File: config.mk
export PLATFORM = sky130hd
export DESIGN_NAME = yld_mul
export DESIGN_NICKNAME = d
export VERILOG_FILES = /design/src/rtl/yaw_lead_with_spin_detector_core_defines.svh /design/src/rtl/yld_pkg.sv /design/src/rtl/yld_mul.sv
export SDC_FILE = /design/constraint.sdc
export NUM_CORES = 1
export LEC_CHECK = 0
export BUFFER_PORTS_ARGS = -buffer_cell sky130_fd_sc_hd__buf_2
export CORE_ASPECT_RATIO = 1.5
export CORE_MARGIN = 2
export CORE_UTILIZATION = 50
export CTS_CLUSTER_SIZE = 30
export DETAILED_ROUTE_END_ITERATION = 12
export GPL_ROUTABILITY_DRIVEN = 0
export PLACE_DENSITY = 0.67
export RECOVER_POWER = 50
export SLEW_MARGIN = 20
export SYNTH_ARGS = -nofsm -noshare
export SYNTH_HDL_FRONTEND = slang
export SYNTH_SLANG_ARGS = --single-unit
File: constraint.sdc
create_clock -name clk -period 7.3 [get_ports clk]
set_clock_uncertainty 0.2 [all_clocks]
set_input_delay 0.365 -clock clk [delete_from_list [all_inputs] [get_ports clk]]
set_output_delay 0.365 -clock clk [all_outputs]
set_load 0.005 [all_outputs]
File: src/rtl/yaw_lead_with_spin_detector_core_defines.svh
// Assertion helpers used by the core RTL file to check its own logic.
// Both expect clk and rst_n in scope.
`ifndef YAW_LEAD_WITH_SPIN_DETECTOR_CORE_DEFINES_SVH
`define YAW_LEAD_WITH_SPIN_DETECTOR_CORE_DEFINES_SVH

// Same-cycle implication.
`define YLD_ASSERT_SAME(label, ante, cons, msg) \
  label: assert property (@(posedge clk) disable iff (!rst_n) (ante) |-> (cons)) \
    else $error(msg);

// Next-cycle implication.
`define YLD_ASSERT_NEXT(label, ante, cons, msg) \
  label: assert property (@(posedge clk) disable iff (!rst_n) (ante) |=> (cons)) \
    else $error(msg);

`endif

File: src/rtl/yld_pkg.sv
package yld_pkg;

  // field widths
  localparam int X_W      = 15;
  localparam int DIST_W   = 16;
  localparam int GYRO_W   = 24;
  localparam int OUT_W    = 18;
  localparam int CFG_IDX_W = 3;
  localparam int CFG_DATA_W = 32;

  // shared multiplier operand widths
  localparam int MUL_A_W = 18;
  localparam int MUL_B_W = 25;
  localparam int MUL_P_W = MUL_A_W + MUL_B_W;

  // register reset values
  localparam logic [23:0] RATE_GAIN_RST    = 24'd292456;
  localparam logic [15:0] LEAD_SLOPE_RST   = 16'd2969;
  localparam logic [23:0] LEAD_OFFSET_RST  = 24'd157286;
  localparam logic [16:0] REJECT_LIMIT_RST = 17'd76800;
  localparam logic [16:0] CLAMP_LIMIT_RST  = 17'd10240;
  localparam logic [31:0] SPIN_THRESH_RST  = 32'd1280000;
  localparam logic [7:0]  SPIN_LIMIT_RST   = 8'd3;
  localparam logic [15:0] WINDOW_RST       = 16'd160;

  typedef enum logic [CFG_IDX_W-1:0] {
    CFG_RATE_GAIN    = 3'd0,
    CFG_LEAD_SLOPE   = 3'd1,
    CFG_LEAD_OFFSET  = 3'd2,
    CFG_REJECT_LIMIT = 3'd3,
    CFG_CLAMP_LIMIT  = 3'd4,
    CFG_SPIN_THRESH  = 3'd5,
    CFG_SPIN_LIMIT   = 3'd6,
    CFG_WINDOW       = 3'd7
  } cfg_idx_t;

  // spin detector settings
  typedef struct packed {
    logic [31:0] thresh;
    logic [15:0] window;
    logic [7:0]  count_limit;
  } spin_cfg_t;

endpackage

File: src/rtl/yld_mul.sv
// Shared signed multiplier, product registered.
module yld_mul import yld_pkg::*; (
  input  logic                      clk,
  input  logic                      en,
  input  logic signed [MUL_A_W-1:0] a,
  input  logic signed [MUL_B_W-1:0] b,
  output logic signed [MUL_P_W-1:0] p
);

  logic signed [MUL_P_W-1:0] p_r;

  always_ff @(posedge clk) begin
    if (en) begin
      p_r <= a * b;
    end
  end

  assign p = p_r;

endmodule

* Word level (Yosys, flattened, before mapping)
Index checks and enable logic that the tools add are counted.
Widths: inputs -> output; s select.
** Operators by class
- $mul :: 1
- Divide/modulo/power cells :: 0
- Multiplexer cells :: 0
- Bitwise operators :: 0
- Shift-type cells :: 0
- Eq/ne operators :: 0
- Add/sub/neg operators :: 0
- $lt $le $gt $ge :: 0
- Reduce and logical (&&, ||, !) cells :: 0
** Operator list (count)
- $mul 18x25->43 :: 1
** Storage, ports and cells
- Latch bits :: 0
- Bits in writable memories :: 0
- Bits of input ports :: 45
- Flip-flop bits (word level) :: 43
- Logic and storage cells :: 2
- Memories kept :: 0
- Output and inout bits :: 43
- Bits in read-only memories :: 0

* Longest topological paths before layout
Gate-level depths: netlist of run 1.
- Depth after elaboration :: 1
- Gate-level depth with buffers :: 23
- Depth with buffers taken out :: 22

* Worst setup path after synthesis of run 1
No wires, ideal clock.
- Path kind :: input port to flip-flop
- From :: in b[9]
- To :: reg p_r[42] (netlist: p[42]), data pin
- Arrival time :: 5.994 ns
- Buffers on the path :: 2
- Data required time :: 6.826 ns
- Setup time :: 0.274 ns
- Slack :: 0.832 ns
- Cell stages on the path :: 21
- Cells stage by stage :: clkbuf_1 -> clkbuf_1 -> nand2_1 -> fa_1 -> inv_1 -> fa_1 -> fa_1 -> fa_1 -> fa_1 -> inv_1 -> fa_1 -> inv_1 -> ha_1 -> and2_1 -> a221oi_2 -> a2111oi_0 -> a31o_1 -> o31ai_4 -> o311ai_1 -> a2111oi_1 -> a311oi_1
** Between the ends
- Cells in the longest elaborated chain, start to end :: 1
** Ends and longest elaborated chain
- start: declaration :: RTL line yld_mul.sv:6 : input logic signed [MUL_B_W-1:0] b,
- $mul 18x25->43 :: RTL line yld_mul.sv:14 : p_r <= a * b;
- end signal: assignment :: RTL line yld_mul.sv:14
- end: declaration :: RTL line yld_mul.sv:10 : logic signed [MUL_P_W-1:0] p_r;
No other way between the ends.
A chain may end at the register's enable or synchronous reset.

* Final worst setup path of run 1
- From :: in a[3]
- To :: reg p_r[42] (netlist: p[42]), data pin
** Between the ends
- Cells in the longest elaborated chain, start to end :: 1
** Ends and longest elaborated chain
- start: declaration :: RTL line yld_mul.sv:5 : input logic signed [MUL_A_W-1:0] a,
- $mul 18x25->43 :: RTL line yld_mul.sv:14
No other way between the ends.

==> reports/qor.yml, run 1 <==
place_area_um2: 18300
layout_common_cells: "515 x inv_1, 441 x fa_1, 277 x nand2_1, 167 x and2_1, 107 x ha_1"
crit_path_max_fanout: 16
syn_inst: 1863
syn-cell-area_um2: 17300
crit_path_end_kind: "flip-flop"
post-route-period-util: 0.958
grt_setup_unrepaired: "no"
crit_path_frequent_cell: "fa_1"
synth_cell_types: 49
min_path_cells: 2
status: "finished with violations"
synth-edff-count: 43
grt_usage: 0.261
drc: 0
synth-async-reset-ratio: 0
yosys_warnings: 0
layout_commonest_cell: "inv_1"
dieArea_um2: 36100
vias: 12600
synth-seq-area-share: 0.0746
min_from: "b[0]"
finalHoldViolations: 0
antenna_found_initial: 1
clk_path_buf_depth: 2
cp_slowest_cell: "fa_1"
grt_pass1_wl_um: 71600
cp-start-kind: "input port"
numPortBuffers: 87
post_cts_buffers: 0
via_per_inst: 5.37
crit_arrival_ns: 6.94
wl_per_cell_um: 18.9
cts-resized-gates: 0
grt_pass1_vias: 14200
hold_ws_ns: 0.382
clockRootBuffer: "clkbuf_16"
setup_viol: 0
cts_tree: "done"
antenna_left: 0
critical_path_class: "input port to flip-flop"
largest_reg_flops: 43
io_pins: 88
min_period_ns: 6.99
min_to: "p[0]$_DFFE_PP_"
design.core.area_um2: 34200
num_rows: 83
die_h_um: 232
firstDrtPassIters: 5
fin_area_um2: 18500
yosys_register_bits: 43
violations: "capacitance limit, slew limit"
ys_dominant_reg_cell: "edfxtp_1"
avgSynthCellArea_um2: 9.28
fmax_mhz: 143
wirelength_um: 44500
cts_buffers: 5
path_cells: "buf_2, buf_4, nand2_1, inv_1, fa_1, inv_1, fa_1, fa_1, inv_1, fa_1, fa_1, inv_1, fa_1, inv_1, ha_1, nand2_1, nor3_1, and4_1, a31o_1, o31ai_4, o311ai_1, a2111oi_1, a311oi_1"
overflow: 0
setup_tns_ns: 0
slew_headroom: -0.744
htree_num_levels: 2
postCtsHoldBufs: 0
fillers: 3055
dp.final_hpwl_um: 38000
cts_sinks: 43
synth_nets: 2456
die_width_um: 156
tightest_slew_ns: 2.62
slew_viol_final: 44
grt_max_degree: 44
worstHoldPathType: "input port to flip-flop"
drive_above_1_share: 0.0690
area_growth_syn_to_layout_pct: 6.86
nNetsFinal: 2519
crit_path_max_incr_delay_ns: 0.67
required_ns: 7.24
drt_iter0_markers: 598
path_clk_slew_ns: 0.08
placed_cells: 2344
start_util: 0.506
final_cells: 2353
cap_violations: 1
==> how the worst max path moves through the flow <==
stage	start	slack [ns]	end
6_report	a[3]	0.31	p[42]$_DFFE_PP_
5_1_grt	a[3]	0.02	p[42]$_DFFE_PP_
4_1_cts	a[3]	0.43	p[42]$_DFFE_PP_
3_5_place_dp	a[3]	0.12	p[42]$_DFFE_PP_
3_3_place_gp	a[3]	0.21	p[42]$_DFFE_PP_
2_1_floorplan	b[9]	0.83	p[42]$_DFFE_PP_
==> cell families after synthesis <==
| group | count (synthesis) | synth area share |
|---|---|---|
| buf+inv | 586 | 0.127 |
| fa+ha+maj | 548 | 0.588 |
| simple gates | 529 | 0.144 |
| compound gates | 122 | 0.0487 |
| flops | 43 | 0.0746 |
| xor+xnor | 35 | 0.0177 |
==> synth_stat cells (5+ instances only) <==
master | count | area [um2]
o21a_1 | 6 | 45.0
o21bai_1 | 5 | 37.5
nor2_1 | 46 | 173
o21ai_0 | 22 | 110
fa_1 | 441 | 8830
a31oi_1 | 5 | 31.3
nor3_1 | 7 | 35.0
a21o_1 | 11 | 82.6
nand3_1 | 5 | 25.0
inv_1 | 515 | 1930
xnor2_1 | 31 | 272
edfxtp_1 | 43 | 1290
and2_1 | 167 | 1040
nor2b_1 | 6 | 37.5
nand2b_1 | 11 | 68.8
clkbuf_1 | 70 | 263
nand2_1 | 277 | 1040
a21oi_1 | 31 | 155
a211oi_1 | 7 | 52.6
ha_1 | 107 | 1340
==> routing by layer <==
| metal | vias to the layer above | routed length, um | global-route usage |
|---|---|---|---|
| met5 | - | 11 | 0 |
| met4 | 2 | 3380 | 0.174 |
| met3 | 165 | 1600 | 0.0220 |
| met2 | 387 | 25200 | 0.502 |
| met1 | 6560 | 14300 | 0.265 |
| li1 | 5511 | - | - |
==> worst max-delay path: cells and delay by family <==
| kind | cells | cell delay [ns] |
|---|---|---|
| adder cells (fa/ha/maj) | 7 | 3.49 |
| buffers and inverters | 7 | 0.79 |
| AND/OR/NAND/NOR | 4 | 0.95 |
| AO/OA/AOI/OAI | 5 | 1.32 |
==> stage by stage <==
| stage | setup slack, ns | utilization |
|---|---|---|
| 6_report | 0.307 | 0.541 |
| 2_1_floorplan | 0.832 | - |
| 3_5_place_dp | 0.120 | 0.536 |
| 3_3_place_gp | 0.210 | 0.536 |
| 4_1_cts | 0.432 | 0.541 |
| 5_1_grt | 0.0241 | 0.541 |
==> layout make-up <==
cell class              count  area (um2)  area share
clock buffers               5         125     0.00677
multi-input cells        1234       13800       0.747
inverters                 515        1930       0.105
repair buffers            127         723      0.0391
well taps                 425         532      0.0288
flip-flops and latches     43        1290      0.0699
diodes                      1        2.50    0.000135
clock inverters             3        71.3     0.00386
Power of run 1 is not shown: default switching activity piles up to over one toggle a cycle in this logic, so the estimate is an artifact.
==> inputs of run 2 (changes only) <==
PLACE_DENSITY = 0.78   (was 0.67)
==> run 2 against run 1 <==
  * The flow still finishes with violations (capacitance limit, slew limit)
  * Highest routed layer is now met4
  * Routed wire length down 2.5%
  * Worst hold slack better by 0.0011 ns
  * Sequential share of layout area up 0.050 points
  * Utilization down 0.39 points
  * Non-clock buffer count down 19
  * Die area unchanged
  * Maximum frequency up 0.94%
  * Global-route usage down 0.72 points
  * Critical path depth unchanged
  * Final area down 0.72%
  * Sequential cell count unchanged
==> reports/qor.yml, run 2 (synthesis results as in run 1) <==
area_growth_syn_to_layout_pct: 6.10
place_ws_ns: -0.0211  # -0.141 ns
setup_ws_ns: 0.373  # +0.0654 ns
overflow: 0  # unchanged
drive_above_1_share: 0.0613  # -0.00770
setup_tns_ns: 0  # unchanged
htree_num_levels: 2  # unchanged
die_h_um: 232  # unchanged
postCtsHoldBufs: 0  # unchanged
numPortBuffers: 87  # unchanged
min_period_ns: 6.93  # -0.0654 ns
worstHoldPathType: "input port to flip-flop"
layout_common_cells: "515 x inv_1, 441 x fa_1, 277 x nand2_1, 166 x and2_1, 107 x ha_1"
critical_path_class: "input port to flip-flop"
crit_path_end_kind: "flip-flop"
cp-start-kind: "input port"
start_util: 0.506  # unchanged
drt_iter0_markers: 757  # +27%
layout_commonest_cell: "inv_1"
num_rows: 83  # unchanged
required_ns: 7.26  # +0.02 ns
cts_sinks: 43  # unchanged
violations: "capacitance limit, slew limit"
clockRootBuffer: "clkbuf_16"
wirelength_um: 43400  # -2.5%
crit_path_max_fanout: 15  # -1
crit_arrival_ns: 6.88  # -0.06 ns
grt_setup_unrepaired: "no"
slew_viol_final: 44  # unchanged
io_pins: 88  # unchanged
multiInputGateArea_um2: 13800  # about the same
cap_violations: 1  # unchanged
grt_pass1_wl_um: 70100  # -2.1%
dieArea_um2: 36100  # unchanged
wl_per_cell_um: 18.6  # -1.7%
design.core.area_um2: 34200  # unchanged
tightest_slew_ns: 2.68  # +0.0679 ns
cts_tree: "done"
slew_headroom: -0.789  # -0.0452
grt_max_degree: 44  # unchanged
grt_usage: 0.254  # -0.00716
vias: 12800  # +1.2%
seqCellArea_um2: 1290  # unchanged
fmax_mhz: 144  # +0.94%
die_width_um: 156  # unchanged
setup_viol: 0  # unchanged
post-route-period-util: 0.949  # -0.00896
status: "finished with violations"
nNetsFinal: 2500  # -0.75%
antenna_left: 0  # unchanged
drc: 0  # unchanged
cts_buffers: 5  # unchanged
fillers: 2961  # -3.1%
clk_path_buf_depth: 2  # unchanged
finalHoldViolations: 0  # unchanged
largest_reg_flops: 43  # unchanged
antenna_found_initial: 1  # unchanged
dp.final_hpwl_um: 36100  # -4.9%
grt_pass1_vias: 14300  # +0.89%
path_clk_slew_ns: 0.08  # about the same
via_per_inst: 5.48  # +2.1%
firstDrtPassIters: 5  # unchanged
[run 2: per-layer routing]
layer  global-route usage  vias to the layer above  routed length (um)
met1                0.258                     6584               13600
li1                     -                     5477                   -
met4                0.189                        0                3800
met2                0.473                      516               23700
met5                    0                        -                   0
met3               0.0295                      203                2170
[run 2: what timing repair did]
item                                    CTS  global route
buffers inserted                          0             0
resized for setup                         0             1
endpoints found under the setup margin    0             1
[run 2: final timing paths]
path | start | end | slack, ns | cells past startpoint
min | b[0] | p[0]$_DFFE_PP_ | 0.38 | 2
max | a[4] | p[42]$_DFFE_PP_ | 0.37 | 23
[run 2: critical path, cell delays in order]
cell	delay [ns]
buf_2	0.20
buf_4	0.21
nand2_1	0.10
inv_1	0.07
fa_1	0.67
inv_1	0.16
fa_1	0.48
fa_1	0.51
inv_1	0.05
fa_1	0.52
fa_1	0.50
inv_1	0.05
fa_1	0.47
inv_1	0.04
ha_1	0.38
nand2_1	0.10
nor3_1	0.48
and4_1	0.28
a31o_1	0.28
o31ai_4	0.14
o311ai_2	0.41
a2111oi_1	0.15
a311oi_1	0.27
[run 2: through the flow]
stage               cell area, um2   util  instances  hold slack, ns
floorplan                    17300      -       1863           0.277
global placement             18200  0.531       2325           0.556
detailed placement           18200  0.531       2325           0.559
CTS                          18400  0.537       2333           0.367
global route                 18400  0.537       2333           0.393
finish                       18400  0.537       2334           0.383
[run 2: cell type report]
class | count | share of cell area
clock inverters | 3 | 0.00389
repair buffers | 108 | 0.0318
diodes | 1 | 0.000136
well taps | 425 | 0.0290
clock buffers | 5 | 0.00682
inverters | 515 | 0.105
flip-flops and latches | 43 | 0.0704
multi-input cells | 1234 | 0.753
Power of run 2 is left out for the same reason.
==> inputs of run 3 (changes only) <==
PLACE_DENSITY = 0.72   (was 0.78)
==> run 3 against run 2 <==
  * The flow still finishes with violations (capacitance limit, slew limit)
  * Maximum frequency is 0.15% lower
  * Worst hold slack worse by 0.0061 ns
  * Critical path depth is 4 lower
==> reports/qor.yml, run 3 (synthesis results as in run 1) <==
start_util: 0.506  # unchanged
cts_buffers: 5  # unchanged
wl_per_cell_um: 18.6  # +0.13%
postCtsHoldBufs: 0  # unchanged
die_h_um: 232  # unchanged
antenna_left: 0  # unchanged
cts-resized-gates: 0  # unchanged
clockRootBuffer: "clkbuf_16"
grt_setup_unrepaired: "no"
dieArea_um2: 36100  # unchanged
min_to: "p[0]$_DFFE_PP_"
min_path_cells: 2  # unchanged
grt_usage: 0.261  # +0.00672
fmax_mhz: 144  # -0.15%
crit_path_end_kind: "flip-flop"
layout_commonest_cell: "inv_1"
wirelength_um: 43700  # +0.81%
path_clk_slew_ns: 0.09  # about the same
cts_sinks: 43  # unchanged
drt_iter0_markers: 668  # -12%
worstHoldPathType: "input port to flip-flop"
crit_arrival_ns: 6.89  # about the same
overflow: 0  # unchanged
clk_path_buf_depth: 2  # unchanged
dp.final_hpwl_um: 37400  # +3.5%
min_from: "b[0]"
io_pins: 88  # unchanged
num_rows: 83  # unchanged
min_period_ns: 6.94  # +0.0102 ns
die_width_um: 156  # unchanged
cts_tree: "done"
htree_num_levels: 2  # unchanged
slew_viol_final: 44  # unchanged
design.core.area_um2: 34200  # unchanged
required_ns: 7.25  # about the same
cap_violations: 1  # unchanged
largest_reg_flops: 43  # unchanged
nNetsFinal: 2516  # +0.64%
cp-start-kind: "input port"
numPortBuffers: 87  # unchanged
use_met1: 0.268  # +0.0104
slew_headroom: -0.745  # +0.0440
post-route-period-util: 0.950  # +0.00140
vias: 12700  # -0.69%
drc: 0  # unchanged
status: "finished with violations"
gr-usage-met3: 0.0328  # +0.00336
crit_path_max_fanout: 18  # +3
grt.met2_usage: 0.475  # +0.00180
drive_above_1_share: 0.0691  # +0.00781
post_cts_buffers: 0  # unchanged
final_core_util: 0.540  # +0.00260
violations: "capacitance limit, slew limit"
area_growth_syn_to_layout_pct: 6.61
fillers: 3066  # +3.5%
critical_path_class: "input port to flip-flop"
firstDrtPassIters: 6  # +1
via_per_inst: 5.40  # -1.4%
setup_viol: 0  # unchanged
grt_max_degree: 44  # unchanged
antenna_found_initial: 3  # +2
grt_pass1_vias: 14200  # -0.82%
grt_pass1_wl_um: 71700  # +2.3%
finalHoldViolations: 0  # unchanged
grt-busiest-layer: "met2"
layout_common_cells: "515 x inv_1, 441 x fa_1, 277 x nand2_1, 167 x and2_1, 107 x ha_1"
tightest_slew_ns: 2.62  # -0.0660 ns
## run 3: layout make-up
type                    instances  area, um2  area share
multi-input cells            1234      13800       0.749
inverters                     515       1930       0.105
flip-flops and latches         43       1290      0.0700
repair buffers                124        704      0.0382
well taps                     425        532      0.0288
clock buffers                   5        125     0.00678
clock inverters                 3       46.3     0.00251
diodes                          1       2.50    0.000136
## run 3: critical path, stage by stage
cell	delay [ns]
buf_2	0.24
and2_1	0.29
fa_1	0.78
fa_1	0.53
ha_1	0.58
inv_1	0.29
fa_1	0.54
inv_1	0.05
fa_1	0.62
fa_1	0.45
ha_1	0.37
inv_1	0.11
o21bai_1	0.09
a221oi_1	0.27
o21ai_0	0.12
a21oi_1	0.41
a21oi_1	0.22
o21a_1	0.26
o311ai_1	0.27
## run 3: per-stage QoR
stage | cell area (um2) | hold WS (ns) | setup TNS, ns | std cells | setup slack (ns)
2_1_floorplan | 17300 | 0.277 | 0 | 1863 | 0.832
3_3_place_gp | 18300 | 0.558 | -0.0967 | 2341 | -0.0774
3_5_place_dp | 18300 | 0.559 | -0.172 | 2341 | -0.111
4_1_cts | 18400 | 0.370 | 0 | 2349 | 0.209
5_1_grt | 18400 | 0.391 | 0 | 2349 | 0.0154
6_report | 18400 | 0.377 | 0 | 2350 | 0.363
## run 3: how the worst max path moves through the flow
stage / to / slack [ns] / from / depth (start not counted)
finish: p[41]$_DFFE_PP_ / 0.36 / b[24] / 19
global route: p[42]$_DFFE_PP_ / 0.02 / a[4] / 23
CTS: p[41]$_DFFE_PP_ / 0.21 / b[24] / 19
detailed placement: p[41]$_DFFE_PP_ / -0.11 / b[24] / 19
global placement: p[41]$_DFFE_PP_ / -0.08 / b[24] / 19
floorplan: p[42]$_DFFE_PP_ / 0.83 / b[9] / 21
## run 3: per-layer routing
layer | wire [um] | part of all wire
met1 | 14100 | 0.32
met2 | 23700 | 0.54
met3 | 1960 | 0.045
met4 | 3960 | 0.091
met5 | 38 | 0.00087
Power of run 3 is left out for the same reason.
