`src/rtl/yaw_lead_with_spin_detector_core_defines.svh`:
```
// Assertion helpers used by the core RTL file to check its own logic.
// Both expect clk and rst_n in scope.
`ifndef YAW_LEAD_WITH_SPIN_DETECTOR_CORE_DEFINES_SVH
`define YAW_LEAD_WITH_SPIN_DETECTOR_CORE_DEFINES_SVH

// Same-cycle implication.
`define YLD_ASSERT_SAME(label, ante, cons, msg) \
  label: assert property (@(posedge clk) disable iff (!rst_n) (ante) |-> (cons)) \
    else $error(msg);

// Next-cycle implication.
`define YLD_ASSERT_NEXT(label, ante, cons, msg) \
  label: assert property (@(posedge clk) disable iff (!rst_n) (ante) |=> (cons)) \
    else $error(msg);

`endif

```
`src/rtl/yld_pkg.sv`:
```
package yld_pkg;

  // field widths
  localparam int X_W      = 15;
  localparam int DIST_W   = 16;
  localparam int GYRO_W   = 24;
  localparam int OUT_W    = 18;
  localparam int CFG_IDX_W = 3;
  localparam int CFG_DATA_W = 32;

  // shared multiplier operand widths
  localparam int MUL_A_W = 18;
  localparam int MUL_B_W = 25;
  localparam int MUL_P_W = MUL_A_W + MUL_B_W;

  // register reset values
  localparam logic [23:0] RATE_GAIN_RST    = 24'd292456;
  localparam logic [15:0] LEAD_SLOPE_RST   = 16'd2969;
  localparam logic [23:0] LEAD_OFFSET_RST  = 24'd157286;
  localparam logic [16:0] REJECT_LIMIT_RST = 17'd76800;
  localparam logic [16:0] CLAMP_LIMIT_RST  = 17'd10240;
  localparam logic [31:0] SPIN_THRESH_RST  = 32'd1280000;
  localparam logic [7:0]  SPIN_LIMIT_RST   = 8'd3;
  localparam logic [15:0] WINDOW_RST       = 16'd160;

  typedef enum logic [CFG_IDX_W-1:0] {
    CFG_RATE_GAIN    = 3'd0,
    CFG_LEAD_SLOPE   = 3'd1,
    CFG_LEAD_OFFSET  = 3'd2,
    CFG_REJECT_LIMIT = 3'd3,
    CFG_CLAMP_LIMIT  = 3'd4,
    CFG_SPIN_THRESH  = 3'd5,
    CFG_SPIN_LIMIT   = 3'd6,
    CFG_WINDOW       = 3'd7
  } cfg_idx_t;

  // spin detector settings
  typedef struct packed {
    logic [31:0] thresh;
    logic [15:0] window;
    logic [7:0]  count_limit;
  } spin_cfg_t;

endpackage

```
`src/rtl/yld_spin.sv`:
```
// Forward/reverse spin detectors with windowed count latching.
module yld_spin import yld_pkg::*; (
  input  logic               clk,
  input  logic               rst_n,
  input  logic               step,
  input  logic signed [33:0] v,
  input  spin_cfg_t          cfg,
  output logic               spin_hit
);

  logic        fwd_armed_r, rev_armed_r;
  logic [15:0] fwd_cnt_r, rev_cnt_r, fwd_lat_r, rev_lat_r, frame_idx_r;

  logic signed [33:0] thr_s;
  logic        v_lt, v_gt, v_le0;
  logic        fa_set, ra_set, fwd_fire, rev_fire;
  logic [15:0] fwd_inc, rev_inc, win;
  logic [16:0] idx_p1;

  always_comb begin
    thr_s    = $signed({2'b00, cfg.thresh});
    v_lt     = v < -thr_s;
    v_gt     = v > thr_s;
    v_le0    = v[33] | (v == 34'sd0);
    ra_set   = rev_armed_r | v_lt;
    rev_fire = ra_set & ~v[33];
    fa_set   = fwd_armed_r | v_gt;
    fwd_fire = fa_set & v_le0;
    fwd_inc  = fwd_cnt_r + {15'd0, fwd_fire};
    rev_inc  = rev_cnt_r + {15'd0, rev_fire};
    win      = (cfg.window == 16'd0) ? 16'd1 : cfg.window;
    idx_p1   = {1'b0, frame_idx_r} + 17'd1;
  end

  always_ff @(posedge clk) begin
    if (!rst_n) begin
      fwd_armed_r <= 1'b0;
      rev_armed_r <= 1'b0;
      fwd_cnt_r   <= '0;
      rev_cnt_r   <= '0;
      fwd_lat_r   <= '0;
      rev_lat_r   <= '0;
      frame_idx_r <= '0;
    end else if (step) begin
      fwd_armed_r <= fa_set & ~fwd_fire;
      rev_armed_r <= ra_set & ~rev_fire;
      if (frame_idx_r == 16'd0) begin
        fwd_lat_r <= fwd_inc;
        rev_lat_r <= rev_inc;
        fwd_cnt_r <= '0;
        rev_cnt_r <= '0;
      end else begin
        fwd_cnt_r <= fwd_inc;
        rev_cnt_r <= rev_inc;
      end
      frame_idx_r <= (idx_p1 >= {1'b0, win}) ? 16'd0 : idx_p1[15:0];
    end
  end

  assign spin_hit = (fwd_lat_r >= {8'd0, cfg.count_limit}) ||
                    (rev_lat_r >= {8'd0, cfg.count_limit});

endmodule
```
`config.mk`:
```
export PLATFORM = sky130hd
export DESIGN_NAME = yld_spin
export DESIGN_NICKNAME = d
export VERILOG_FILES = /design/src/rtl/yaw_lead_with_spin_detector_core_defines.svh /design/src/rtl/yld_pkg.sv /design/src/rtl/yld_spin.sv
export SDC_FILE = /design/constraint.sdc
export NUM_CORES = 1
export LEC_CHECK = 0
export BUFFER_PORTS_ARGS = -buffer_cell sky130_fd_sc_hd__buf_2
export CORE_UTILIZATION = 35
export CTS_BUF_LIST = sky130_fd_sc_hd__clkbuf_4 sky130_fd_sc_hd__clkbuf_8 sky130_fd_sc_hd__clkbuf_16
export CTS_CLUSTER_SIZE = 28
export DETAILED_ROUTE_END_ITERATION = 7
export GPL_TIMING_DRIVEN = 0
export PLACE_DENSITY = 0.61
export SLEW_MARGIN = 5
export SYNTH_ARGS = -nofsm -noshare
export SYNTH_HDL_FRONTEND = slang
export SYNTH_SLANG_ARGS = --single-unit
```
`constraint.sdc`:
```
create_clock -name clk -period 6.8 [get_ports clk]
set_input_delay 1.36 -clock clk [delete_from_list [all_inputs] [get_ports clk]]
set_output_delay 1.36 -clock clk [all_outputs]
set_load 0.1 [all_outputs]
```
# Word-level counts from Yosys, hierarchy flattened
# Index checks and enable logic that the tools add are counted.
dict set report totals {
  latch_bits 0
  n_memories 0
  word_cells 35
  mem_bits_ro 0
  ram_bits 0
  reg_bits 82
}
dict set report classes {
  div 0
  n_bitwise 10
  muxes 4
  add_sub_neg 4
  n_mul 0
  reduce_logical 5
  shifts 0
  n_eq_ne 0
  n_lt_le_gt_ge 5
}
# operator n
set op_table {}
lappend op_table {{16-bit 2-to-1 mux} 4}
lappend op_table {{34-bit by 33-bit greater-than comparator with 1-bit output} 1}
lappend op_table {{34-bit logical NOT} 1}
lappend op_table {{34-bit less-than comparator} 1}
lappend op_table {{32-bit negator with 34-bit output} 1}
lappend op_table {{16-bit by 1-bit adder with 16-bit output} 2}
lappend op_table {{16-bit by 8-bit >= comparator with 1-bit output} 2}
lappend op_table {{16-bit logical NOT} 2}
lappend op_table {{16-bit by 1-bit adder with 17-bit output (second input constant)} 1}
lappend op_table {{17-bit by 16-bit >= comparator with 1-bit output} 1}
lappend op_table {{1-bit AND} 4}
lappend op_table {{1-bit NOT} 3}
lappend op_table {{1-bit OR} 3}
lappend op_table {{2-bit AND reduction} 1}
lappend op_table {{1-bit logical OR} 1}

# Depth between registers and ports, before layout
# Gate-level depths: netlist of the first run.
dict set report depth {
  ltp_word 6
  depth_mapped 24
  mapped_depth_nobuf 23
}

# Least setup slack after synthesis of the first run
# Ideal clock, no wire load.
dict set report synth_timing {
  path_type {input to register}
  from {input port cfg[31] (netlist name)}
  to {register rev_cnt_r[14]}
  setup_slack_ns 0.479
  required_time_ns 6.730
  path_buffers 2
  arrival_ns 6.251
  cell_stages 22
  cell_sequence {or4_4 > nor4_4 > nand2_2 > or2_1 > buf_6 > or4_4 > xnor2_2 > ha_1 > nand4_1 > nor3_1 > a221o_1 > a211o_1 > nor2b_1 > nor4_1 > ha_1 > ha_1 > and3_1 > and3_1 > clkbuf_1 > nand4_1 > or3_1 > a21oi_1}
}
dict set report synth_via {
  elab_chain_len 6
}
# element line
set synth_lines {}
lappend synth_lines {{start: declaration} yld_spin.sv:7} ;# input spin_cfg_t cfg,
lappend synth_lines {{32-bit negator with 34-bit output} yld_spin.sv:22} ;# v_lt = v < -thr_s;
lappend synth_lines {{34-bit less-than comparator} yld_spin.sv:22}
lappend synth_lines {{1-bit OR} yld_spin.sv:25} ;# ra_set = rev_armed_r | v_lt;
lappend synth_lines {{1-bit AND} yld_spin.sv:26} ;# rev_fire = ra_set & ~v[33];
lappend synth_lines {{16-bit by 1-bit adder with 16-bit output} yld_spin.sv:30} ;# rev_inc = rev_cnt_r + {15'd0, rev_fire};
lappend synth_lines {{16-bit 2-to-1 mux} yld_spin.sv:47} ;# if (frame_idx_r == 16'd0) begin
lappend synth_lines {{end signal: assignment} yld_spin.sv:54} ;# rev_cnt_r <= rev_inc;
lappend synth_lines {{end: declaration} yld_spin.sv:12} ;# logic [15:0] fwd_cnt_r, rev_cnt_r, fwd_lat_r, rev_lat_r, frame_idx_r;
# Every way passes these cells.
# A chain may end at the register's enable or synchronous reset.

# Worst setup path after layout of the first run
dict set report layout_timing {
  from {input port cfg[38] (netlist name)}
  to {register rev_cnt_r[14]}
}
# Same word-level chain as after synthesis.

==> summary by stage, run 1 <==
STA
Dividing the final minimum period by the clock period gives 0.935. The final critical path time including I/O delays and setup is 6.36 ns. In this run the tightest slew margin relative to its limit is 0.402. The final-report setup violation count is 0.

The final hold slack is 0.464 ns. The clock arrives with 0.00974 ns of skew. Setup repair after global routing left no endpoint under its margin. The final number of max-transition violations came to 0. The total negative setup slack is 0 ns. The hold violation total from the final report came to 0. The transition at the pin with the smallest max-transition slack is 0.891 ns. The achievable frequency is 157 MHz.

Synthesis
The share of synthesized area in the top cell type comes to 0.234. Yosys attributes the largest share of cell area to dfxtp_1 (23%), ha_1 (19%), xnor2_1 (5.5%), nand2_1 (4.8%), a21oi_1 (4.4%). The cell count after synthesis is 913. The multiplexer share of the synthesized area is 0.00161. The basic-gate share of the synthesized area counting and, or, nand and nor cells is 0.257. The cell accounting for the most synthesized area is dfxtp_1.

For this run, the number of Yosys warnings is 0. By count the netlist is led by ha_1 (105), nand2_1 (89), dfxtp_1 (82). For this run, the leading register cell type out of synthesis is dfxtp_1. In the post-synthesis netlist, the cell with the most instances is ha_1.

The synthesized netlist net count is 1111. The main combinational cell family by area after synthesis is simple AND/OR/NAND/NOR gates. The synthesis-stage register bit count is 82. The xor-xnor portion of the synthesized cell area is 0.0810. The number of distinct library cells after synthesis is 54. Summing every instance area after synthesis gives 7010 um^2.

The portion of the post-synthesis area used by sequential elements is 0.234. The synthesized-area fraction occupied by ao, oa, aoi and oai cells is 0.179. The mean area per synthesized cell is 7.68 um^2. Of all flip-flops after synthesis, the portion carrying an async set or reset was 0.

The synthesized design contains 0 enable-type register cells. The adder-cell area share of the yosys netlist is 0.187.

Critical path
The signal on the critical path passes through buf_2, or4_4, nor3_2, nand3_1, or2_1, buf_6, or4_4, xnor2_2, ha_1, nand4_1, nor3_1, a221o_1, a211o_1, nor2b_1, nor4_4, ha_1, ha_1, and3_1, and3_2, nand4_1, or3_1, a21oi_1. The peak fanout along the critical path is 7. The slowest cell on the critical path is or4_4. At the worst endpoint, the required time is 7.07 ns. In this design, the critical path's most frequently occurring cell is ha_1. STA classifies the critical path endpoint as a flip-flop. The kind of cell with the highest combined delay on the critical path is simple AND/OR/NAND/NOR gates. The delay of the slowest cell on the worst path is 0.55 ns. The arrival time at the worst endpoint is 6.63 ns. The worst setup path is launched from an input port. The critical path in this run is classified as in -> reg. The critical path contains buffers and inverters numbering 2 combined.

Worst hold path
The type of the most critical hold path is reg -> reg.

Clock tree
Post-CTS repair changed the size of 0 cells. The TritonCTS clock tree is done. The root buffer cell chosen for the clock tree is clkbuf_16. Counting the buffers created by CTS gives 9.

The H-tree was split into 3 levels. CTS saw 82 sinks. For this design, the CTS-stage hold fixing added 0 buffers. The clock passes through at most 2 buffers. After clock tree synthesis, the clock-pin slew on the worst setup and hold paths is 0.07 ns. The insertion delay of the later-clocked pin in the worst-skew pair is 0.34 ns. Post-CTS timing repair inserted 0 buffers for setup.

Cells and area
The share of layout cells above drive strength 1 is 0.123. The post-synthesis to final-layout area growth is 15.8%. The number of fill cells is 2097.

For this run, the post-layout net count is 1212. The number of antenna diodes in the final layout is 0.

Placement
Once detailed placement completed, the half-perimeter wirelength came to 14900 um. Buffers placed on the I/O ports in this run total 91. The congestion estimate from routability-driven global placement came to 0.830.

Pwr
The power density of the placed cells is 162 nW/um^2. The worst ir drop on vdd is 96.7 uV. The leakage power is 3.45 nW.

Routing
The post-detailed-route via-to-cell ratio is 5.23. After detailed routing, the number of remaining DRC violations is 0. Across all layers, the routed design uses 6719 vias.

The remaining number of nets flagged by the antenna check after routing is 0. The mean routed wirelength per cell is 14.3 um. The count of routing violations after the opening detailed-route iteration is 302. The first TritonRoute pass finished after 5 iterations. The final wirelength is 18400 um.

Global route
The via count of the first global-routing pass was 6364. The remaining global-route overflow is 0. The largest net degree at the start of global routing is 16. Across every metal layer, demand over resource in global routing totals 0.188. The number of antenna violations at the first check in global routing is 0. The first global-routing pass estimated 30800 um of wire.

Run status
The flow ran to the end, and the final reports show no timing, DRC or antenna violations.

Floorplanning
The number of top-level design ports is 94. The row count is 51. The floorplan step defined a core boundary enclosing 19500 um^2. The starting density of the core is 0.359. The die area is 20600 um^2. The die is 144 um tall. The die width is 144 um.

Job
The number of max-cap violations is 0.
-- layout make-up --
type,instances,area [um^2],area share
timing repair buffer,91,455,0.0561
sequential,82,1640,0.202
multi-input combinational,721,4970,0.611
clock buffer,10,239,0.0294
tap,265,332,0.0408
inverter,74,278,0.0342
clock inverter,6,72.6,0.00893
buffer,35,139,0.0171
-- power breakdown --
group,internal (mW),switching [mW]
Clock,0.298,0.209
Sequential,0.500,0.0123
Combinational,0.116,0.180
-- sequential cells by signal (all words and copies together) (netlist names) --
name,cells
fwd_armed_r,1
rev_lat_r,16
fwd_cnt_r,16
rev_cnt_r,16
rev_armed_r,1
frame_idx_r,16
fwd_lat_r,16
-- worst reg2reg max path, stage by stage, from the launching register on --
cell and delay [ns]:
dfxtp_1 0.32, clkbuf_1 0.29, nand3_1 0.17, nor3_1 0.67
nand4_1 0.27, xnor2_1 0.25, ha_1 0.29, a21oi_1 0.14
o21ai_0 0.09, o211ai_1 0.17, clkbuf_1 0.42, nand3_1 0.26
o21ai_0 0.21
-- cells in the final DEF (no fill, tap or decap), types with 35 or more instances in the layout --
cell	n
a211oi_1	35
a21oi_1	62
buf_2	91
dfxtp_1	82
ha_1	105
inv_1	74
nand2_1	89
nand3_1	44
nor2_1	74
o21ai_0	37
xnor2_1	44
-- metal layers --
| metal | global-route usage | wire length [um] | vias to the layer above |
|---|---|---|---|
| met5 | 0 | 0 | - |
| met4 | 0.0442 | 171 | 0 |
| met3 | 0.0290 | 858 | 16 |
| met2 | 0.301 | 8020 | 162 |
| met1 | 0.264 | 9310 | 3033 |
| li1 | - | - | 3508 |
-- cell families (layout without fill, tap and decap cells) --
group / after synthesis / count (layout)
muxes: 1 / 1
and+or+nand+nor: 353 / 353
DFF: 82 / 82
adders and majority gates: 105 / 105
xor gates and xnor gates: 64 / 64
AOI/OAI and AO/OA: 198 / 198
buffers and inverters: 110 / 216
-- metrics by stage --
stage	cell area (um^2)	utilization	setup slack [ns]	power, mW	cells
finish	8120	0.416	0.441	1.32	1284
detailed placement	7800	0.399	-0.341	0.818	1269
global placement	7800	0.399	-0.331	0.815	1269
floorplan	7010	-	0.479	0.711	913
CTS	8110	0.415	0.00605	1.33	1285
global route	8120	0.416	0.0814	1.40	1284
-- final timing paths --
kind	startpoint	end	slack [ns]	cells after the start
max	cfg[38]	rev_cnt_r[14]	0.44	22
min	rev_lat_r[0]	rev_lat_r[0]	0.46	2
max reg2reg	frame_idx_r[2]	frame_idx_r[14]	3.20	12
min reg2reg	rev_lat_r[0]	rev_lat_r[0]	0.46	2
Note: power is estimated with default switching activity, not from simulation.
==> inputs of run 2 (changes only) <==
HOLD_SLACK_MARGIN = 0.05   (was default)
REMOVE_ABC_BUFFERS = 1   (was default)
==> run 2 against run 1 <==
First-iteration DRC count rose by 33%. Combinational power decreased by 2%. Clock power shrank 8.3%. Count of clock-buffer cells in the layout increased by 3. Non-clock buffer count down 31. Die area stayed put. Final area decreased by 1.2%. Wire length decreased by 5.2%. Critical path depth unchanged. Global-route usage shrank 1.4 points. Final cell count shrank 2.5%.
==> summary by stage, run 2 (synthesized netlist as in run 1, its figures left out) <==
Critical path
At the worst endpoint, the required time is 7.00 ns. The path type of the worst setup path is in -> reg. The largest individual stage delay along the critical path comes from the cell or4_4. The cell seen most often among critical-path stages is ha_1. The worst register-to-register path begins at frame_idx_r[0].

The most critical setup path has its startpoint at cfg[31]. The path depth of the worst reg2reg path is 11. The flop-to-flop setup slack is 2.66 ns.

The end of the worst register-to-register path is frame_idx_r[15]. The capturing element of the worst setup path is rev_cnt_r[14]. The arrival time at the worst endpoint is 6.62 ns. The peak fanout along the critical path is 7. The worst setup path is launched from an input port. In this design, the stage delay of the slowest critical-path cell is 0.57 ns.

The critical path goes through buf_2, or4_4, nor4_4, nand2_2, or2_4, or4_4, xnor2_2, ha_1, nand4_1, nor3_1, a221o_1, a211o_1, nor2b_1, nor4_4, ha_1, ha_1, and3_1, and3_4, nand4_1, and2_1, o21ai_0, a21oi_1. STA classifies the critical path endpoint as a flip-flop.

Cells and area
In the layout the commonest cells are ha_1 (105), buf_2 (93), nand2_1 (89). The most common cell after layout, fill and taps aside is ha_1. The antenna diode count is 0. Compared with the post-synthesis result, the final layout area differs by 14.5%. In the final layout, the share of cells above drive strength 1 is 0.133.

The post-layout instance count excluding filler cells is 1252. Across the whole layout, storage elements account for 1640 um^2. The multi-input combinational cells in the finished layout cover a total of 4990 um^2.

The count of nets after finishing is 1181. The number of fill cells is 2099.

STA
The final number of max-transition violations is 0. On the final layout, the worst clock skew is 0.0143 ns. Of the available clock period, the critical path in the final layout requires 0.945.

Headroom to the max-slew limit came out at 0.277. The achievable frequency is 156 MHz. Setup repair after global routing left no endpoint under its margin. The final-report setup violation count is 0. The total negative setup slack is 0 ns. Counting I/O delays and the setup requirement, the final critical path takes 6.43 ns. For the pin with the worst max-slew slack, the measured transition is 1.08 ns. The hold violation total from the final report is 0.

Clock tree
Buffers inserted to repair hold after CTS numbered 0. The root buffer cell is clkbuf_16. The clock passes through at most 2 buffers.

Buffers inserted during clock tree synthesis total 9. For the worst-skew pair, the clock arrives at the later sink with an insertion delay of 0.35 ns. TritonCTS built the clock tree.

The H-tree was split into 3 levels. After clock tree synthesis, the clock-pin slew on the worst setup and hold paths is 0.06 ns. The number of sinks handled by clock tree synthesis is 82.

Pwr
The worst-case IR drop observed on VDD is 102 uV. Dividing total power by cell area gives a power density of 158 nW/um^2. The analysis attributes to cell leakage a power of 3.43 nW.

Placement
After legalization and detailed placement, the total HPWL measured 13600 um. Routability-driven placement finished with a final weighted congestion of 0.862. The number of placed instances with taps included is 1237. Input and output buffers added on the ports amount to 93.

Floorplanning
The row count is 51. For this design the top-level I/O count stands at 94. For this configuration, the core starts out at a cell density of 0.359. The die width is 144 um. The floorplan step set the die height to 144 um. The floorplan step defined a die boundary enclosing 20600 um^2. The core region is 19500 um^2.

Routing
After detailed routing, the number of remaining DRC violations is 0. The number of detailed-route iterations in the first pass is 7. The count of nets left with antenna violations once routing finished came out at 0. The mean routed wirelength per cell is 13.9 um. The number of vias in the routed layout is 6576. The post-detailed-route via-to-cell ratio is 5.25.

The final wirelength is 17400 um. The detailed router finished its first iteration with 401 violations.

Global route
The remaining global-route overflow is 0. The largest net degree at the start of global routing is 39. The number of antenna violations at the first check in global routing is 0.

The via count of the first global-routing pass came to 6050. The first global-routing pass estimated 29000 um of wire. The overall fraction of global-route tracks in use is 0.175.

Worst hold path
The type of the most critical hold path is reg -> reg.

Job
The number of max-cap violations is 0.

Run status
The run finished with clean final reports.
run 2: cell types whose count changed in the layout (fill, tap and decap cells not counted), sizes merged:
cell | before | now
inv | 76 | 74
clkbuf | 41 | 13
clkinv | 2 | 1
bufinv | 1 | 0
run 2: final cells by class:
class	instances	area share
Sequential cell	82	0.204
Clock buffer	13	0.0333
Clock inverter	2	0.00156
Tap cell	265	0.0413
Timing Repair Buffer	95	0.0630
Multi-Input combinational cell	721	0.622
Inverter	74	0.0346
run 2: worst min-delay path by stage:
stage                        end    startpoint  cells after the start
CTS                 fwd_lat_r[1]  fwd_lat_r[1]                      2
floorplan           fwd_lat_r[0]  fwd_lat_r[0]                      2
global route        fwd_lat_r[0]  fwd_lat_r[0]                      2
finish              fwd_lat_r[1]  fwd_lat_r[1]                      2
detailed placement  fwd_lat_r[0]  fwd_lat_r[0]                      2
global placement    fwd_lat_r[0]  fwd_lat_r[0]                      2
run 2: critical path, delay by kind of cell:
family / cells / cell delay (ns)
AO/OA/AOI/OAI: 4 / 0.85
XOR/XNOR: 1 / 0.15
adder cells (fa/ha/maj): 3 / 0.71
buffers and inverters: 1 / 0.12
AND/OR/NAND/NOR: 13 / 3.41
run 2: power breakdown:
part | switching [mW] | leakage, nW | internal [mW]
Sequential | 0.0126 | 0.666 | 0.501
Clock | 0.192 | 0.139 | 0.273
Combinational | 0.174 | 2.62 | 0.116
run 2: timing repair:
item,CTS,global route
gates resized for setup,0,7
setup endpoints to repair,0,11
buffers inserted,0,0
run 2: routing by layer:
metal | wire [um] | global-route usage | vias to the layer above
met5 | 0 | 0 | -
met4 | 157 | 0.0342 | 0
met3 | 578 | 0.0270 | 15
met2 | 7630 | 0.284 | 117
met1 | 9040 | 0.243 | 3008
li1 | - | - | 3436
run 2: stage by stage:
step | power, mW | hold slack [ns] | setup WS [ns] | util | instance area, um^2
4_1_cts | 1.28 | 0.468 | 0.0682 | 0.409 | 8000
3_5_place_dp | 0.813 | 0.459 | -0.286 | 0.395 | 7710
6_report | 1.27 | 0.465 | 0.372 | 0.411 | 8030
5_1_grt | 1.34 | 0.480 | 0.00924 | 0.411 | 8030
3_3_place_gp | 0.807 | 0.450 | -0.253 | 0.393 | 7670
2_1_floorplan | 0.704 | 0.436 | 0.617 | - | 6870
==> inputs of run 3 (changes only) <==
CORE_UTILIZATION = 40   (was 35)
PLACE_DENSITY = 0.67   (was 0.61)
==> run 3 against run 2 <==
Clock power rose by 13%. Setup slack improved by 0.019 ns. Wire length fell by 2.1%. Sequential share of layout area rose by 0.058 points. Total power rose by 4.8%. Critical endpoint unchanged. Largest power group is now clock.
==> summary by stage, run 3 (synthesized netlist as in run 1, its figures left out) <==
Placement
The cell area after placement is 7660 um^2. Routability-driven placement finished with a final weighted congestion of 0.851. The half-perimeter wire length after detailed placement is 13300 um.

The number of port buffers is 93. In this run, placement finished with an instance count of 1197. Prior to clock tree synthesis, the placed netlist has a worst setup slack of -0.207 ns.

Cells and area
The post-synthesis to final-layout area growth is 14.2%. The number of fill cells is 1719. The antenna diode count is 0. The count of nets after finishing is 1181.

Of the cells placed in the final design, the portion with a size suffix greater than 1 is 0.133. The final core utilization is 0.465. Leaving out fill and tap cells, the most frequent cell in the layout is ha_1.

The post-layout instance count excluding filler cells is 1213. In the layout the commonest cells are ha_1 (105), buf_2 (93), nand2_1 (89). After routing the design area is 8010 um^2.

Global route
The overall fraction of global-route tracks in use is 0.196. The via count of the first global-routing pass is 6014. The largest net degree at the start of global routing is 43. The total overflow left after global routing is 0.

The number of antenna violations at the first check in global routing is 0. The first-pass GRT wire length is 28800 um.

Floorplanning
The die is 134 um wide. The die covers 18100 um^2. The floorplan has 48 rows.

The die boundary height is 134 um. The standard cell core area is 17200 um^2. The number of top-level design ports is 94.

The starting density of the core is 0.407.

STA
Derived from the worst setup path, the maximum achievable clock frequency is 156 MHz. The hold violation total from the final report was 0. The post-route clock skew is 0.00958 ns. The final-report setup violation count is 0. At the pin with the least slew margin, the transition time is 1.06 ns.

Of the available clock period, the critical path in the final layout requires 0.942. Setup slack closes at 0.391 ns. In the final timing run, aggregate negative setup slack is 0 ns.

Setup repair after global routing left no endpoint under its margin. The final critical path time including I/O delays and setup is 6.41 ns. The final hold slack is 0.462 ns. The worst pin sits at a relative slew slack of 0.292.

The final number of max-transition violations is 0.

Worst hold path
The type of the most critical hold path is reg -> reg.

Clock tree
The TritonCTS clock tree is done. The TritonCTS buffer count is 9. The number of instances resized during post-cts repair is 0. The clock transition at the register clock pins on the worst setup and hold paths after CTS is 0.06 ns. The tree is rooted in a clkbuf_16. The number of H-tree levels is 3. The insertion delay of the later-clocked pin in the worst-skew pair is 0.34 ns. In this run the deepest clock path goes through 2 buffers. The number of setup buffers added after CTS is 0. For this design, the CTS-stage hold fixing added 0 buffers. CTS saw 82 sinks.

Routing
Summed over all nets, wire length on met2 after detailed routing comes to 7520 um. The detailed router put a total of 8670 um of wire on met1. The routed design has 17000 um of wire. For this block, the via count after detailed routing is 6559. Signal routing reaches up to met4. The post-detailed-route via-to-cell ratio is 5.41. The first detailed-routing pass ran for 5 iterations. The count of nets left with antenna violations once routing finished came out at 0.

The routed length on met3 is 694 um. After detailed routing, the average wire length per cell comes to 14.0 um. The count of routing violations after the opening detailed-route iteration is 368. The count of unresolved DRC violations after routing is 0.

Critical path
Data arrives at the worst endpoint at 6.67 ns. In this run the worst path has a maximum fanout of 7. By startpoint and endpoint, the worst setup path is classified as in -> reg. The worst setup path is captured at a flip-flop.

The startpoint kind of the worst setup timing path is an input port. The required time at the endpoint of the critical path is 7.06 ns.

Pwr
Power spread over the standard cell area amounts to 166 nW/um^2. The worst ir drop on vdd is 112 uV. The total power after layout is 1.33 mW. Summed over all cells, the static leakage comes to 3.44 nW.

Run status
The flow ran to the end, and the final reports show no timing, DRC or antenna violations.

Job
Across the run, the number of max-cap violations was 0.
-- run 3: cell types whose count changed in the layout (fill, tap and decap cells not counted) --
cell       before  now
and3_4          1    0
bufinv_16       0    2
clkinv_4        0    1
or2_1           0    1
or2_4           1    0
inv_6           0    1
clkbuf_8        2    0
nor4_2          0    1
clkbuf_4        2    1
nor4_4          2    1
and3_2          0    1
-- run 3: worst paths after layout --
path / startpoint / endpoint / slack (ns) / cells after the start
hold reg to reg: fwd_lat_r[1] / fwd_lat_r[1] / 0.46 / 2
setup / recovery: cfg[26] / rev_cnt_r[14] / 0.39 / 21
setup reg to reg: frame_idx_r[0] / frame_idx_r[15] / 2.73 / 11
hold / removal: fwd_lat_r[1] / fwd_lat_r[1] / 0.46 / 2
-- run 3: critical path, cell delays in order --
cell and delay (ns):
buf_2 0.14, or4_4 0.57, nor2b_4 0.24, nand2_2 0.14, or2_1 0.33, or4_4 0.53
xnor2_2 0.14, ha_1 0.29, nand4_1 0.18, nor3_1 0.09, a221o_1 0.33, a211o_1 0.30
nor2b_1 0.16, nor4_2 0.24, ha_1 0.22, ha_1 0.21, and3_1 0.24, and3_2 0.29
nand4_1 0.17, or3_1 0.38, a21oi_1 0.14
-- run 3: routing by layer --
layer | vias up | track usage
met3 | 15 | 0.0283
met4 | 0 | 0.0437
met5 | - | 0
met2 | 157 | 0.312
li1 | 3438 | -
met1 | 2949 | 0.279
-- run 3: report_power, final --
part | leakage, nW | internal [mW] | switching, mW | total (mW)
logic | 2.62 | 0.116 | 0.173 | 0.289
clock network | 0.156 | 0.327 | 0.200 | 0.527
registers | 0.666 | 0.500 | 0.0125 | 0.513
-- run 3: cell type report --
class                           instances  area, um^2  share of cell area
Tap cell                              225         282              0.0352
Inverter                               74         278              0.0347
Clock buffer                           10         233              0.0291
Timing Repair Buffer                   95         505              0.0631
Clock inverter                          6        90.1              0.0113
Sequential cell                        82        1640               0.205
Multi-Input combinational cell        721        4980               0.622
